===== src/hdl/tcce_pkg.sv =====
// Shared types, codes and defaults for the text console cursor engine.
package tcce_pkg;

  localparam int DEF_COLUMNS  = 80;
  localparam int DEF_ROWS     = 25;
  localparam int DEF_TAB_STOP = 8;

  localparam logic [7:0] CH_NEWLINE  = 8'd10;
  localparam logic [7:0] CH_RETURN   = 8'd13;
  localparam logic [7:0] CH_TAB      = 8'd9;
  localparam logic [7:0] CH_SPACE    = 8'h20;
  localparam logic [7:0] RESET_COLOR = 8'h07;

  typedef enum logic [1:0] {
    OP_PUT       = 2'd0,
    OP_BACKSPACE = 2'd1,
    OP_CLEAR     = 2'd2,
    OP_READ      = 2'd3
  } op_t;

  // controller to datapath
  typedef struct packed {
    logic load_item;
    logic exec;
    logic sweep;
    logic init_mode;
    logic out_load;
  } cmd_t;

  // datapath to controller
  typedef struct packed {
    logic need_sweep;
    logic sweep_last;
    logic out_free;
  } status_t;

endpackage


===== src/hdl/tcce_ctrl.sv =====
// Controller state machine: sequences accept, execute, blanking sweeps and result load.
module tcce_ctrl
  import tcce_pkg::*;
(
  input  logic    clk,
  input  logic    rst,
  input  logic    in_valid,
  output logic    in_stall,
  input  status_t st,
  output cmd_t    cmd
);

  typedef enum logic [4:0] {
    S_INIT   = 5'b00001,
    S_IDLE   = 5'b00010,
    S_EXEC   = 5'b00100,
    S_SWEEP  = 5'b01000,
    S_FINISH = 5'b10000
  } state_t;

  state_t state, state_next;

  always_ff @(posedge clk) begin
    if (rst) begin
      state <= S_INIT;
    end else begin
      state <= state_next;
    end
  end

  always_comb begin
    state_next = state;
    cmd = '0;
    unique case (state)
      S_INIT: begin
        cmd.sweep = 1'b1;
        cmd.init_mode = 1'b1;
        if (st.sweep_last) state_next = S_IDLE;
      end
      S_IDLE: begin
        if (in_valid) begin
          cmd.load_item = 1'b1;
          state_next = S_EXEC;
        end
      end
      S_EXEC: begin
        cmd.exec = 1'b1;
        state_next = st.need_sweep ? S_SWEEP : S_FINISH;
      end
      S_SWEEP: begin
        cmd.sweep = 1'b1;
        if (st.sweep_last) state_next = S_FINISH;
      end
      S_FINISH: begin
        // hold until the output register is free
        if (st.out_free) begin
          cmd.out_load = 1'b1;
          state_next = S_IDLE;
        end
      end
      default: state_next = S_INIT;
    endcase
  end

  assign in_stall = (state != S_IDLE);

  a_load_when_free: assert property (@(posedge clk) disable iff (rst)
    cmd.out_load |-> st.out_free)
    else $error("result loaded over an unaccepted beat");

  a_accept_then_exec: assert property (@(posedge clk) disable iff (rst)
    cmd.load_item |=> (state == S_EXEC))
    else $error("accepted item not executed next cycle");

endmodule


===== config.mk =====
export PLATFORM = sky130hd
export DESIGN_NAME = tcce_ctrl
export DESIGN_NICKNAME = d
export VERILOG_FILES = /design/src/hdl/tcce_pkg.sv /design/src/hdl/tcce_ctrl.sv
export SDC_FILE = /design/constraint.sdc
export NUM_CORES = 1
export LEC_CHECK = 0
export ABC_AREA = 1
export BUFFER_PORTS_ARGS = -buffer_cell sky130_fd_sc_hd__buf_2
export CORE_AREA = 2 2 39 41
export CTS_CLUSTER_DIAMETER = 150
export DETAILED_ROUTE_END_ITERATION = 10
export DIE_AREA = 0 0 41 43
export MAX_ROUTING_LAYER = met4
export REMOVE_ABC_BUFFERS = 1
export SLEW_MARGIN = 20
export SYNTH_ARGS = -nofsm -noshare
export SYNTH_HDL_FRONTEND = slang
export SYNTH_SLANG_ARGS = --single-unit

===== constraint.sdc =====
create_clock -name clk -period 1.16 [get_ports clk]
set_input_delay 0.174 -clock clk [delete_from_list [all_inputs] [get_ports clk]]
set_output_delay 0.174 -clock clk [all_outputs]
set_load 0.05 [all_outputs]

=== Word-level counts from Yosys, hierarchy flattened ===
Index checks and enable logic that the tools add are counted.

* Reduce and logical (&&, ||, !) cells: 2
* Eq/ne operators: 10
* Muxes and demuxes: 13

{| class="wikitable"
|+ Operators with widths
! cell !! number
|-
| $mux W5 || 5
|-
| $pmux W5 S5 || 1
|-
| $ne A2 B2 Y1 const B || 4
|-
| $mux W1 || 7
|-
| $eq A5 B1 Y1 const B || 1
|-
| $eq A5 B2 Y1 const B || 1
|-
| $eq A5 B3 Y1 const B || 1
|-
| $eq A5 B4 Y1 const B || 1
|-
| $eq A5 B5 Y1 const B || 1
|-
| $ne A5 B2 Y1 const B || 1
|-
| $reduce_and A4 Y1 || 1
|-
| $reduce_or A2 Y1 || 1
|}

* Input bits: 6
* Flip-flop bits (word level): 5
* Output and inout port bits: 6
* Word-level logic and storage cells: 26

=== Logic depth before layout (Yosys ltp) ===
* Depth after elaboration: 3
* Depth in mapped cells: 9
* Mapped depth without buffers: 9

=== Least setup slack after synthesis ===
Ideal clock, no wire load.

* Path type: register to output
* Start: register state[3]
* End: output cmd[4] in the netlist's numbering
* Buffers on the path: 0
* Arrival time: 1.816 ns
* Setup slack: -0.830 ns
* Stages on the path, launching flop included: 4
* Data required time: 0.986 ns
* Cells stage by stage: dfxtp_1 > nor2_2 > nand3_1 > nor2_1

{| class="wikitable"
|+ RTL lines
! item !! RTL line !! RTL
|-
| from (decl) || tcce_ctrl.sv:21 || <nowiki>state_t state, state_next;</nowiki>
|-
| from (signal assigned) || tcce_ctrl.sv:27 || <nowiki>state <= state_next;</nowiki>
|-
| to (decl) || tcce_ctrl.sv:10 || <nowiki>output cmd_t cmd</nowiki>
|}

=== Final worst setup path ===
* Start: register state[2]
* End: register state[3]

* Cells in the longest elaborated chain, start to end: 3
* Elaborated cells on any way between the ends: 11
* Those cells by class: eq/ne (9); mux (1); reduce/logical (1)

{| class="wikitable"
|+ RTL lines
! item !! RTL line !! RTL
|-
| $eq A5 B1 Y1, or another cell as far along || tcce_ctrl.sv:34 || <nowiki>unique case (state)</nowiki>
|-
| $ne A2 B2 Y1 (no source line) || -- ||
|-
| $reduce_and A4 Y1 (no source line) || -- ||
|}

Parallel ways exist; a longest one is shown, timed or not.
A chain may end at the register's enable or synchronous reset.

==> results.md <==
* Status: finished, violations left
* Failing checks: negative setup slack
* Setup Skew at 0.710 ps
* Num CTS Buffers at 3
* Root Buffer: clkbuf_4
* First-pass GRT wire length at 1290 um
* CTS tree: yes
* Synth Area in XOR/XNOR at 0%
* VDD IR max at 1.13 mV
* Fin nets at 81
* Pwr Total at 1.66 mW
* Mapped Area at 320 um2
* Final Max Tran Viols at 0
* Unrepaired setup endpoints after global routing: true
* Die ar. at 0.00176 mm2
* # H-tree levels at 1
* Routed Antenna Nets at 0
* Number of global-route vias before repair at 362
* #FFs+latches synth at 5
* Setup WS post-layout at -178 ps
* Relative slew slack at 87.9%
* Power Density at 2800 mW/mm2
* R2R setup slack at -180 ps
* Required time worst endpoint at 1300 ps
* N_diodes at 0
* Die width at 41 um
* Seq/Total Area, Yosys at 31.3%
* CP Capture Type: flop
* Worst hold margin at 121 ps
* Avg Cell Area, Syn at 6.28 um2
* Max-cap violations at 0
* Final GP Congestion at 0.857
* Initial antenna violation count at 0
* CP Launch Type: flop
* Avg WL per Cell at 10.2 um
* I/O Pins at 12
* CP endpoint: state[3]$_SDFFE_PP0P_
* CTS clock-pin slew for the worst setup and hold paths at 40 ps
* CP startpoint: state[2]$_SDFFE_PP0P_
* TritonCTS Sinks at 5
* Final Util at 42.8%
* Worst-Margin Slew at 181 ps
* WL final at 915 um
* Main combinational cell family by area after synthesis: simple AND/OR/NAND/NOR gates
* Longest Clk Path Bufs at 2
* Setup violators final at 9
* Clock latency on the worst-skew pair at 250 ps
* F_max at 747 MHz
* Number of flip-flops in the largest register at 5
* Critical Setup Path Class: flop to flop
* Pre-antenna DRT Iters at 2
* Via Count at 405
* Synth top area share at 31.3%
* Design area at 592 um2
* Slowest cell on crit path: dfxtp_2
* CORE AREA at 0.00138 mm2
* Worst r2r dst: state[3]$_SDFFE_PP0P_
* Worst stage delay on the critical path at 330 ps
* Regs by FF count: state x5
* Top post-synthesis cells by area: dfxtp_1 31%, inv_1 14%, nor2_1 11%
* Area Growth Syn to Fin at 84.8%
* HP Class: input port to flop
* Setup TNS at -1190 ps
* DRC at 0
* Worst EP arrival at 1480 ps
* Leak Pwr at 0.289 nW
* Port Buffers at 11
* Worst reg2reg path startpoint: state[2]$_SDFFE_PP0P_
* Remaining Overflow, GRT at 0
* Synth Area in Compound Gates at 7.42%
* Crit path top cell by count: nand2_1
* Post-DP HPWL at 636 um
* Biggest register: state
* Aggregate global-route resource usage at 11.0%
* Vert. Die Dim at 43 um
* Share of layout cells above drive strength 1 at 62.2%
* Leading area contributor after synthesis: dfxtp_1
* Yosys cell types at 14
* Largest net degree at the start of global routing at 6
* FP Rows at 14
* Final hold vios at 0
* Synth warnings at 0
* Initial Util at 23.1%
* R2r worst-path depth at 10
* Tmin final at 1340 ps
* Adder-cell area share of the yosys netlist at 0%
* Multiplexer share of the synthesized area at 0%
* Cell Chain, Critical Path: nor2_4, buf_4, buf_4, nand4_1, nand2_1, inv_2, nand2_2, nand2_1, nand2_1, nor2_1
* CP max FO at 4
* Post-Synth Simple-Gate Area at 46.1%
* Syn Inst Count at 51
* Initial drt markers at 1
* Period utilization at 115%
* Dpl cell area at 418 um2
* Via density at 4.50
cell families (layout without fill, tap and decap cells):
family          after synthesis  after routing
simple gates                 29             29
compound gates                4              4
buf+inv                      13             36
flops                         5              5
cell usage in the layout, fill, tap and decap left out, types with 3 or more instances in the layout:
cell	count
nand3_1	3
nor2_4	3
inv_2	4
nand2_1	4
nor2_1	3
buf_4	8
dfxtp_4	3
nor2_2	5
nand2_2	3
clkbuf_4	3
buf_2	5
buf_6	4
inv_1	9
nand3_2	4
layout make-up:
class / instances / area [um2]
multi-input cells: 33 / 224
clock buffers: 4 / 26.3
repair buffers: 19 / 160
well taps: 16 / 20.0
fillers: 135 / 792
inverters: 13 / 48.8
flip-flops and latches: 5 / 113
worst min-delay path by stage:
stage	endpoint	slack (ps)	depth (start not counted)	startpoint
6_report	state[1]$_SDFFE_PP0P_	120	2	rst
5_1_grt	state[1]$_SDFFE_PP0P_	120	2	rst
4_1_cts	state[1]$_SDFFE_PP0P_	120	2	rst
3_5_place_dp	state[1]$_SDFFE_PP0P_	390	2	rst
3_3_place_gp	state[1]$_SDFFE_PP0P_	380	2	rst
2_1_floorplan	state[1]$_SDFFE_PP0P_	240	1	rst
cells in the mapped netlist:
cell type,count
nand3_1,6
a21oi_1,2
nand3_2,2
nand4_1,2
nor2_2,2
o221ai_1,1
nand2_1,4
nor3_1,1
inv_2,1
nand2_2,3
inv_1,12
nor2_1,9
dfxtp_1,5
o21ai_1,1
metrics by stage:
stage,instances,setup WS (ps)
6_report,90,-178
2_1_floorplan,51,-830
4_1_cts,86,-180
5_1_grt,90,-250
3_3_place_gp,81,-50.4
3_5_place_dp,81,-81.9
report_power, final:
group / internal (mW) / total [mW] / switching (mW) / leakage [nW]
Sequential: 0.251 / 0.327 / 0.0758 / 0.0429
Clock: 0.130 / 0.202 / 0.0723 / 0.0150
Combinational: 0.472 / 1.13 / 0.656 / 0.232
Total: 0.853 / 1.66 / 0.804 / 0.289
what timing repair did:
item / in CTS / in global routing
gates resized for setup: 21 / 17
setup buffers: 1 / 4
pin swaps: 3 / 4
gates cloned: 0 / 0
setup endpoints to repair: 7 / 10
hold buffers: 0 / 0
worst max-delay path: cells and delay by family (launching register included):
family / cells / cell delay, ps
and+or+nand+nor: 7 / 610
buffers and inverters: 3 / 290
DFF: 1 / 330
layer usage:
metal | part of all wire [%] | track usage, % | up-vias
li1 | - | - | 207
met1 | 41 | 13.5 | 181
met2 | 52 | 15.6 | 13
met3 | 4.4 | 1.57 | 4
met4 | 2.1 | 8.00 | 0
met5 | 0 | - | -
(Power assumes the default switching activity.)
